<file path="src/rtl/msl_pkg.sv">
// Package for the MOESIF snoop line controller.
// Holds the line state codes, message codes and the action struct.
// Depends on nothing else.
package msl_pkg;

	localparam int STATE_W = 4;
	localparam int ADDR_W  = 32;
	localparam int ID_W    = 4;
	localparam int MSG_W   = 2;

	localparam logic [STATE_W-1:0] ST_I  = 4'd0;
	localparam logic [STATE_W-1:0] ST_IS = 4'd1;
	localparam logic [STATE_W-1:0] ST_S  = 4'd2;
	localparam logic [STATE_W-1:0] ST_E  = 4'd3;
	localparam logic [STATE_W-1:0] ST_O  = 4'd4;
	localparam logic [STATE_W-1:0] ST_M  = 4'd5;
	localparam logic [STATE_W-1:0] ST_F  = 4'd6;
	localparam logic [STATE_W-1:0] ST_VM = 4'd7;
	localparam logic [STATE_W-1:0] ST_SM = 4'd8;
	localparam logic [STATE_W-1:0] ST_PM = 4'd9;

	localparam logic MODE_PROC  = 1'b0;
	localparam logic MODE_SNOOP = 1'b1;

	localparam logic [MSG_W-1:0] MSG_LOAD  = 2'd0;
	localparam logic [MSG_W-1:0] MSG_STORE = 2'd1;
	localparam logic [MSG_W-1:0] MSG_GETS  = 2'd0;
	localparam logic [MSG_W-1:0] MSG_GETM  = 2'd1;
	localparam logic [MSG_W-1:0] MSG_DATA  = 2'd2;

	typedef struct packed {
		logic                gets;
		logic                getm;
		logic                dproc;
		logic                dbus;
		logic                ashared;
		logic                miss;
		logic                silent;
		logic                err;
		logic [STATE_W-1:0]  next_state;
	} msl_action_t;

endpackage

</file>
<file path="src/rtl/msl_transition.sv">
// Combinational transition logic of the MOESIF line controller.
// Maps the current line state and one event to actions and a next state.
// Depends on msl_pkg.
module msl_transition import msl_pkg::*; (
	input  logic [STATE_W-1:0] state,
	input  logic               mode,
	input  logic [MSG_W-1:0]   msg,
	input  logic               shared_in,
	output msl_action_t        action
);

	msl_action_t raw;

	always_comb begin
		raw = '0;
		raw.next_state = state;
		if (mode == MODE_PROC) begin
			if (msg != MSG_LOAD && msg != MSG_STORE) begin
				raw.err = 1'b1;
			end else begin
				unique case (state)
					ST_I: begin
						raw.miss = 1'b1;
						if (msg == MSG_LOAD) begin
							raw.gets = 1'b1;
							raw.next_state = ST_IS;
						end else begin
							raw.getm = 1'b1;
							raw.next_state = ST_PM;
						end
					end
					ST_S: begin
						if (msg == MSG_LOAD) begin
							raw.dproc = 1'b1;
						end else begin
							raw.getm = 1'b1;
							raw.miss = 1'b1;
							raw.next_state = ST_SM;
						end
					end
					ST_O, ST_F: begin
						if (msg == MSG_LOAD) begin
							raw.dproc = 1'b1;
						end else begin
							raw.getm = 1'b1;
							raw.miss = 1'b1;
							raw.next_state = ST_VM;
						end
					end
					ST_E: begin
						raw.dproc = 1'b1;
						if (msg == MSG_STORE) begin
							raw.silent = 1'b1;
							raw.next_state = ST_M;
						end
					end
					ST_M: begin
						raw.dproc = 1'b1;
					end
					default: begin
						raw.err = 1'b1;
					end
				endcase
			end
		end else if (state != ST_I) begin
			if (msg != MSG_GETS && msg != MSG_GETM && msg != MSG_DATA) begin
				raw.err = 1'b1;
			end else begin
				unique case (state)
					ST_IS: begin
						if (msg == MSG_DATA) begin
							raw.dproc = 1'b1;
							raw.next_state = shared_in ? ST_S : ST_E;
						end
					end
					ST_S: begin
						if (msg == MSG_GETS) begin
							raw.ashared = 1'b1;
						end else if (msg == MSG_GETM) begin
							raw.next_state = ST_I;
						end
					end
					ST_E, ST_O, ST_M: begin
						if (msg == MSG_DATA) begin
							raw.err = 1'b1;
						end else begin
							raw.dbus = 1'b1;
							if (msg == MSG_GETS) begin
								raw.ashared = 1'b1;
								if (state == ST_E) begin
									raw.next_state = ST_F;
								end else if (state == ST_M) begin
									raw.next_state = ST_O;
								end
							end else begin
								raw.next_state = ST_I;
							end
						end
					end
					ST_F: begin
						if (msg == MSG_GETS) begin
							raw.ashared = 1'b1;
							raw.dbus = 1'b1;
						end else if (msg == MSG_GETM) begin
							raw.dbus = 1'b1;
							raw.next_state = ST_I;
						end
					end
					ST_VM: begin
						if (msg == MSG_GETS) begin
							raw.ashared = 1'b1;
							raw.dbus = 1'b1;
						end else if (msg == MSG_GETM) begin
							raw.dbus = 1'b1;
							raw.next_state = ST_PM;
						end else begin
							raw.dproc = 1'b1;
							raw.next_state = ST_M;
						end
					end
					ST_SM: begin
						if (msg == MSG_GETS) begin
							raw.ashared = 1'b1;
						end else if (msg == MSG_DATA) begin
							raw.dproc = 1'b1;
							raw.next_state = ST_M;
						end
					end
					ST_PM: begin
						if (msg == MSG_DATA) begin
							raw.dproc = 1'b1;
							raw.next_state = ST_M;
						end
					end
					default: begin
						raw.err = 1'b1;
					end
				endcase
			end
		end
	end

	always_comb begin
		if (raw.err) begin
			action = '0;
			action.err = 1'b1;
			action.next_state = state;
		end else begin
			action = raw;
		end
	end

endmodule

</file>
<file path="src/rtl/moesif_snoop_line_controller.sv">
// Top level of the MOESIF snoop line controller for one cache line.
// Holds the input register, the line state and the result register.
// Depends on msl_pkg and msl_transition.
//
// Usage:
// Each input transaction on in_valid/in_ready carries either a processor
// request (mode 0: load or store) or a snooped bus message (mode 1: GETS,
// GETM or DATA), with its address, requester id and sampled shared line.
// Every input transaction yields exactly one result transaction on
// out_valid/out_ready: the bus and processor actions, the address and
// destination id that go with them, miss and silent-upgrade pulses, an
// error flag, and the new line state.
// The event is captured in the input register, the transition is
// looked up from it and the line state, and the result is registered.
// One transaction is accepted every cycle while the receiver does not
// stall; the state update between input and result registers sets the rate.
// When the receiver stalls, the result is held and the input register
// still fills, so one more transaction is taken before in_ready drops.
// Reset clears both registers' valid flags and puts the line in I.
module moesif_snoop_line_controller import msl_pkg::*; (
	input  logic               clk,
	input  logic               arst_n,
	input  logic               in_valid,
	output logic               in_ready,
	input  logic               mode,
	input  logic [MSG_W-1:0]   msg,
	input  logic [ADDR_W-1:0]  addr,
	input  logic [ID_W-1:0]    requester_id,
	input  logic               shared_in,
	output logic               out_valid,
	input  logic               out_ready,
	output logic               issue_gets,
	output logic               issue_getm,
	output logic               data_to_proc,
	output logic               data_on_bus,
	output logic               assert_shared,
	output logic [ADDR_W-1:0]  out_addr,
	output logic [ID_W-1:0]    dest_id,
	output logic               count_miss,
	output logic               count_silent_upgrade,
	output logic               protocol_error,
	output logic [STATE_W-1:0] line_state
);

	logic               valid_s1;
	logic               mode_s1;
	logic [MSG_W-1:0]   msg_s1;
	logic [ADDR_W-1:0]  addr_s1;
	logic [ID_W-1:0]    rid_s1;
	logic               shared_s1;

	logic [STATE_W-1:0] state_q;
	logic               out_valid_q;
	msl_action_t        action_q;
	logic [ADDR_W-1:0]  out_addr_q;
	logic [ID_W-1:0]    dest_id_q;

	msl_action_t        action;
	logic               advance;

	assign advance  = valid_s1 && (!out_valid_q || out_ready);
	assign in_ready = !valid_s1 || advance;

	msl_transition u_transition (
		.state     (state_q),
		.mode      (mode_s1),
		.msg       (msg_s1),
		.shared_in (shared_s1),
		.action    (action)
	);

	always_ff @(posedge clk or negedge arst_n) begin
		if (!arst_n) begin
			valid_s1 <= 1'b0;
		end else if (in_ready) begin
			valid_s1 <= in_valid;
		end
	end

	always_ff @(posedge clk) begin
		if (in_valid && in_ready) begin
			mode_s1   <= mode;
			msg_s1    <= msg;
			addr_s1   <= addr;
			rid_s1    <= requester_id;
			shared_s1 <= shared_in;
		end
	end

	always_ff @(posedge clk or negedge arst_n) begin
		if (!arst_n) begin
			state_q     <= ST_I;
			out_valid_q <= 1'b0;
		end else begin
			if (advance) begin
				state_q     <= action.next_state;
				out_valid_q <= 1'b1;
			end else if (out_ready) begin
				out_valid_q <= 1'b0;
			end
		end
	end

	always_ff @(posedge clk) begin
		if (advance) begin
			action_q   <= action;
			out_addr_q <= (action.gets || action.getm || action.dproc || action.dbus)
				? addr_s1 : '0;
			dest_id_q  <= action.dbus ? rid_s1 : '0;
		end
	end

	assign out_valid            = out_valid_q;
	assign issue_gets           = action_q.gets;
	assign issue_getm           = action_q.getm;
	assign data_to_proc         = action_q.dproc;
	assign data_on_bus          = action_q.dbus;
	assign assert_shared        = action_q.ashared;
	assign out_addr             = out_addr_q;
	assign dest_id              = dest_id_q;
	assign count_miss           = action_q.miss;
	assign count_silent_upgrade = action_q.silent;
	assign protocol_error       = action_q.err;
	assign line_state           = action_q.next_state;

endmodule
</file>
<file path="config.mk">
export PLATFORM = sky130hd
export DESIGN_NAME = moesif_snoop_line_controller
export DESIGN_NICKNAME = d
export VERILOG_FILES = /design/src/rtl/msl_pkg.sv /design/src/rtl/msl_transition.sv /design/src/rtl/moesif_snoop_line_controller.sv
export SDC_FILE = /design/constraint.sdc
export NUM_CORES = 1
export LEC_CHECK = 0
export BUFFER_PORTS_ARGS = -buffer_cell sky130_fd_sc_hd__buf_2
export CORE_MARGIN = 3
export CORE_UTILIZATION = 50
export CTS_BUF_LIST = sky130_fd_sc_hd__clkbuf_4 sky130_fd_sc_hd__clkbuf_8
export CTS_CLUSTER_DIAMETER = 200
export DETAILED_ROUTE_END_ITERATION = 10
export HOLD_SLACK_MARGIN = 0.03
export PLACE_DENSITY_LB_ADDON = 0.08
export SYNTH_ARGS = -nofsm -noshare
export SYNTH_HDL_FRONTEND = slang
export SYNTH_SLANG_ARGS = --single-unit
</file>
<file path="constraint.sdc">
create_clock -name clk -period 3.95 [get_ports clk]
set_input_delay 0.1975 -clock clk [delete_from_list [all_inputs] [get_ports clk]]
set_output_delay 0.1975 -clock clk [all_outputs]
set_load 0.01 [all_outputs]
</file>
==> results of run 1 <==
layout make-up:
| cell class | instances | area (um2) | share of cell area (%) |
|---|---|---|---|
| clock inverters | 5 | 131 | 2.62 |
| repair buffers | 136 | 891 | 17.8 |
| well taps | 99 | 124 | 2.47 |
| inverters | 4 | 15.0 | 0.300 |
| multi-input cells | 132 | 927 | 18.5 |
| flip-flops and latches | 94 | 2790 | 55.7 |
| clock buffers | 10 | 131 | 2.62 |
cell families (layout without fill, tap and decap cells):
group	count (synthesis)	after routing	share of synthesized area (%)
DFF	94	94	72.7
and+or+nand+nor	94	94	16.8
AOI/OAI and AO/OA	35	35	6.48
buffers and inverters	22	155	3.22
muxes	2	2	0.586
xor gates and xnor gates	1	1	0.228
flip-flops by register name, summed over array words and instances, names as in the netlist, 2 cells and up:
name / cells
state_q: 4
rid_s1: 4
addr_s1: 32
msg_s1: 2
dest_id: 4
out_addr: 32
line_state: 4
per-stage QoR:
stage                     setup WS, ns  hold slack, ns  utilization [%]  power [W]  std cells
after floorplan                   1.14         -0.0981                -    0.00191        248
after global routing              1.25          0.0343             68.0    0.00304        480
after global placement            1.49          0.0267             58.9    0.00204        424
after CTS                         1.40          0.0309             67.6    0.00290        477
final                             1.41          0.0668             68.0    0.00287        480
after detailed placement          1.42          0.0265             58.9    0.00206        424
per-layer routing:
| metal | vias up | share of wire, % |
|---|---|---|
| met1 | 1143 | 43 |
| met2 | 83 | 50 |
| met5 | - | 0 |
| met3 | 10 | 5.6 |
| met4 | 0 | 1.5 |
| li1 | 1170 | - |
power by group through the flow:
stage | Clock, W | Sequential [W] | Combinational [W]
CTS | 0.000827 | 0.00140 | 0.000669
detailed placement | 0 | 0.00142 | 0.000636
floorplan | 0 | 0.00137 | 0.000536
global route | 0.000874 | 0.00142 | 0.000738
global placement | 0 | 0.00142 | 0.000623
finish | 0.000808 | 0.00140 | 0.000665
final timing paths:
kind | start | endpoint | cells past startpoint
max | state_q[3]$_DFFE_PN0P_ | out_addr[0]$_SDFFCE_PN0P_ | 6
min | addr[28] | addr_s1[28]$_DFFE_PP_ | 1
max reg2reg | state_q[3]$_DFFE_PN0P_ | out_addr[0]$_SDFFCE_PN0P_ | 6
min reg2reg | valid_s1$_DFFE_PN0N_ | out_valid$_DFFE_PN0P_ | 1
max in group asynchronous | arst_n | state_q[3]$_DFFE_PN0P_ | 2
min in group asynchronous | arst_n | out_valid$_DFFE_PN0P_ | 2
synthesized netlist by cell type (3+ instances only):
library cell	number
a211oi_1	4
a21oi_1	6
and2_1	7
and3_1	3
buf_2	3
buf_6	5
clkbuf_1	8
dfrtp_1	6
edfxtp_1	88
inv_1	3
nand2_1	4
nand2b_1	7
nand4_1	3
nor2_1	11
nor2b_1	5
nor2b_2	30
nor3_1	9
o211ai_1	4
o21ai_0	4
or3_1	3
what timing repair did:
action,4_1_cts,5_1_grt
gates resized for setup,0,0
hold buffers,38,3
hold endpoints to repair,43,3
critical path, stage by stage, from the launching register on:
cell and delay [ns]:
dfrtp_1 0.67, or4_4 0.65, nand3_2 0.10, a21oi_2 0.05
nor4_4 0.20, buf_4 0.47, nor2b_1 0.11
==> metrics.md, run 1 <==
| Metric | Value |
|---|---|
| Worst-Skew Late Latency | 0.34 ns |
| R2R setup slack | 1.41 ns |
| Yosys warning count | 0 |
| Post-synth top area share | 68.8% |
| CP Capture Type | flip-flop |
| TritonCTS clock tree | done |
| Routability congestion estimate | 0.864 |
| Main synth FF type | edfxtp_1 |
| CTS sink count | 94 |
| Starting Density | 52.1% |
| H-tree Lvls | 3 |
| Drt initial violations | 96 |
| Post-CTS setup buffer count | 0 |
| Least-Margin Pin Slew | 0.954 ns |
| Most frequent cells in the layout | 93 x buf_2, 88 x edfxtp_1, 41 x dlygate4sd3_1, 30 x nor2b_2, 11 x nor2_1 |
| Drt wl/cell | 14.8 um |
| Root buffer cell | clkbuf_8 |
| Synth area leader | edfxtp_1 |
| Sequential Power Share | 48.8% |
| Clock slew at reported path FFs | 0.08 ns |
| Comb power frac | 23.1% |
| Psw | 0.000821 W |
| Asr flop ratio synth | 6.38% |
| Filler Cell Count | 552 |
| Drt pass-1 iters | 4 |
| Maxcap violations | 0 |
| Largest net degree at the start of global routing | 41 |
| CTS buffer count | 9 |
| Final Cell Area | 5010 um2 |
| Number of diodes | 0 |
| First-pass GRT wire length | 11,300 um |
| Peak VDD IR | 327 uV |
| Final wirelength | 7120 um |
| Initial antenna violation count | 0 |
| Die area | 8770 um2 |
| Cell Area, Synth | 3840 um2 |
| Switch share | 28.6% |
| Setup-failing EPs final | 0 |
| Detail Route Antenna Nets | 0 |
| Worst Setup Start Kind | flip-flop |
| Mean Syn Cell Area | 15.5 um2 |
| Vias in the first global route | 2,321 |
| Commonest non-fill, non-tap cell in the layout | buf_2 |
| Req. time, crit path | 4.02 ns |
| Mapped Nets | 292 |
| Skew final | 0.0101 ns |
| Power share of the clock group | 28.1% |
| Setup TNS | 0 ns |
| Slew headroom | 36.4% |
| Global routing met1 resource utilization | 22.9% |
| Top post-synthesis cells by area | edfxtp_1 69%, nor2b_2 6.8%, dfrtp_1 3.9% |
| # rows | 31 |
| Port bufs | 93 |
| Hold Crit Class | primary input to flip-flop |
| Die Wd | 93.7 um |
| Clk buf depth | 2 |
| Area of the core | 7370 um2 |
| Vias | 2,406 |
| Synth Register Bits | 94 |
| Status | completed |
| Vias/cell | 5.01 |
| Power density over cell area | 573 nW/um2 |
| Yosys cell types | 46 |
| Unrepaired setup endpoints after global routing | false |
| Crit share post-route | 64.2% |
| Sequential area share after synthesis | 72.7% |
| Hold Violations, Final | 0 |
| Grt total ovfl | 0 |
| Met2 usage | 26.9% |
| Post-DP HPWL | 4450 um |
| Share of layout cells above drive strength 1 | 39.1% |
| Setup CP Type | flip-flop to flip-flop |
| Gr usage total | 16.9% |
| Max Freq | 394 MHz |
| Critical path data arrival time | 2.61 ns |
| Layout Nets | 421 |
| Leak | 1.96 nW |
| Placed cell area | 4340 um2 |
| Remaining DRCs | 0 |
| Die Y | 93.7 um |
| Post-synthesis cell count | 248 |
| Crit Path Max Fanout | 32 |
| EDFF count, synth | 88 |
| Synthesis-to-finish area growth | 30.5% |
| Pint | 0.00205 W |
| IO Pins | 94 |
| Final Critical Period | 2.54 ns |
| Max-slew violations | 0 |
| M3 GR Usage | 3.45% |
| GRT Max-Usage Layer | met2 |
(Power assumes the default switching activity.)
==> run 2: changes to the inputs <==
==> constraint.sdc (replaced) <==
create_clock -name clk -period 2.15 [get_ports clk]
set_input_delay 0.1075 -clock clk [delete_from_list [all_inputs] [get_ports clk]]
set_output_delay 0.1075 -clock clk [all_outputs]
set_load 0.01 [all_outputs]
==> run 2 against run 1 <==
Final cell count increased by 4.4%. Clock power increased by 45%. Non-clock buffer count increased by 20. Global-route usage increased by 1.1 points. Utilization increased by 1.6 points. Die area unchanged. Sequential cell count unchanged. Maximum frequency increased by 26%. Largest cell class unchanged. Highest routed layer unchanged.
==> metrics.md, run 2 (synthesis results as in run 1) <==
| Metric | Value |
|---|---|
| Clock slew at reported path FFs | 0.09 ns |
| Gr usage total | 18.0% |
| Crit share post-route | 93.9% |
| Worst Setup Start Kind | flip-flop |
| Drt wl/cell | 14.7 um |
| Req. time, crit path | 2.27 ns |
| Setup TNS | 0 ns |
| Port bufs | 93 |
| R2R setup slack | 0.13 ns |
| Die Y | 93.7 um |
| Clk buf depth | 2 |
| Synthesis-to-finish area growth | 33.6% |
| Post-CTS setup buffer count | 0 |
| Final Critical Period | 2.02 ns |
| Die area | 8770 um2 |
| Power density over cell area | 1000 nW/um2 |
| Maxcap violations | 0 |
| Die Wd | 93.7 um |
| Hold Crit Class | primary input to async pin |
| Initial antenna violation count | 0 |
| Setup-failing EPs final | 0 |
| Detail Route Antenna Nets | 0 |
| Power Total | 0.00513 W |
| Hold Violations, Final | 0 |
| Crit Path Max Fanout | 19 |
| TritonCTS clock tree | done |
| Slew headroom | 68.3% |
| Post_cts resized | 0 |
| Setup CP Type | flip-flop to flip-flop |
| Critical path, cell by cell | or4_4 -> nand3_2 -> a21oi_2 -> nor4_4 -> buf_4 -> nor2b_1 |
| Max Freq | 495 MHz |
| Leak | 2.04 nW |
| CP Capture Type | flip-flop |
| Share of layout cells above drive strength 1 | 41.5% |
| Sequential cell area | 2790 um2 |
| Max-slew violations | 0 |
| Worst path max stage delay | 0.58 ns |
| Root buffer cell | clkbuf_8 |
| CP max stage cell | or4_4 |
| Remaining DRCs | 0 |
| Starting Density | 52.1% |
| IO Pins | 94 |
| Drt initial violations | 105 |
| H-tree Lvls | 3 |
| Most frequent cells in the layout | 93 x buf_2, 88 x edfxtp_1, 43 x dlygate4sd3_1, 30 x nor2b_2, 18 x buf_4 |
| Hold_buf cts | 43 |
| Skew final | 0.00965 ns |
| Worst reg2reg endpoint | out_addr[1]$_SDFFCE_PN0P_ |
| Critical path data arrival time | 2.13 ns |
| Least-Margin Pin Slew | 0.472 ns |
| Peak VDD IR | 513 uV |
| Vias | 2,493 |
| Routability congestion estimate | 0.888 |
| Area of the core | 7370 um2 |
| Critical R2R Launch | state_q[0]$_DFFE_PN0P_ |
| Post-DP HPWL | 4760 um |
| Worst-Skew Late Latency | 0.36 ns |
| Vias/cell | 4.98 |
| Largest net degree at the start of global routing | 36 |
| CTS buffer count | 9 |
| Layout Nets | 441 |
| Commonest non-fill, non-tap cell in the layout | buf_2 |
| First-pass GRT wire length | 11,900 um |
| Grt total ovfl | 0 |
| Worst r2r path cells | 6 |
| Vias in the first global route | 2,450 |
| # rows | 31 |
| Drt pass-1 iters | 4 |
| Unrepaired setup endpoints after global routing | false |
| Filler Cell Count | 549 |
| Number of diodes | 0 |
| Status | completed |
| CTS sink count | 94 |
| Final wirelength | 7390 um |
| Multi-input gate area | 927 um2 |
run 2: changes by cell type in the layout (fill, tap and decap cells not counted), moves of 2 or more:
cell,previous run,this run
bufinv_16,4,1
buf_4,2,18
dlygate4sd3_1,41,43
buf_12,0,2
inv_6,0,2
clkinv_4,0,2
run 2: cell type report:
| type | count | share of cell area [%] |
|---|---|---|
| clock inverter | 6 | 1.34 |
| clock buffer | 10 | 2.56 |
| inverter | 4 | 0.293 |
| multi-input combinational | 132 | 18.1 |
| sequential | 94 | 54.4 |
| timing repair buffer | 156 | 20.9 |
| tap | 99 | 2.41 |
run 2: critical path, delay by kind of cell (launching register included):
family	cells	cell delay [ns]
compound gates	1	0.05
buf+inv	1	0.35
flops	1	0.38
simple gates	4	0.99
run 2: report_power, final:
part	leakage, nW	internal (W)	switching (W)	total, W
clock	0.102	0.000559	0.000615	0.00117
sequential	0.934	0.00233	0.0000765	0.00240
combinational	0.999	0.000669	0.000884	0.00155
total	2.04	0.00355	0.00158	0.00513
run 2: worst max-delay path by stage:
| stage | startpoint | end | slack, ns | cells after the start |
|---|---|---|---|---|
| 4_1_cts | state_q[0]$_DFFE_PN0P_ | out_addr[0]$_SDFFCE_PN0P_ | 0.13 | 6 |
| 6_report | state_q[0]$_DFFE_PN0P_ | out_addr[1]$_SDFFCE_PN0P_ | 0.13 | 6 |
| 2_1_floorplan | state_q[1]$_DFFE_PN0P_ | out_addr[10]$_SDFFCE_PN0P_ | 0.08 | 8 |
| 3_5_place_dp | state_q[0]$_DFFE_PN0P_ | out_addr[0]$_SDFFCE_PN0P_ | 0.12 | 6 |
| 3_3_place_gp | state_q[0]$_DFFE_PN0P_ | out_addr[1]$_SDFFCE_PN0P_ | 0.15 | 6 |
| 5_1_grt | state_q[0]$_DFFE_PN0P_ | out_addr[1]$_SDFFCE_PN0P_ | 0.04 | 6 |
run 2: metal layers:
metal	share of wire (%)	wire length, um	track usage (%)	vias up
li1	-	-	-	1221
met1	43	3150	22.3	1173
met2	50	3670	29.8	81
met3	5.7	422	4.49	18
met4	2.1	153	8.06	0
met5	0	0	0	-
run 2: per-stage QoR:
step                worst slack, ns  cells  utilization (%)  instance area (um2)  hold slack [ns]
finish                        0.131    501             69.6                 5130           0.0900
floorplan                    0.0773    248                -                 3840           -0.188
global placement              0.150    442             61.1                 4500          -0.0679
detailed placement            0.124    442             61.1                 4500          -0.0669
CTS                           0.125    501             69.6                 5130           0.0681
global route                 0.0402    501             69.6                 5130            0.101
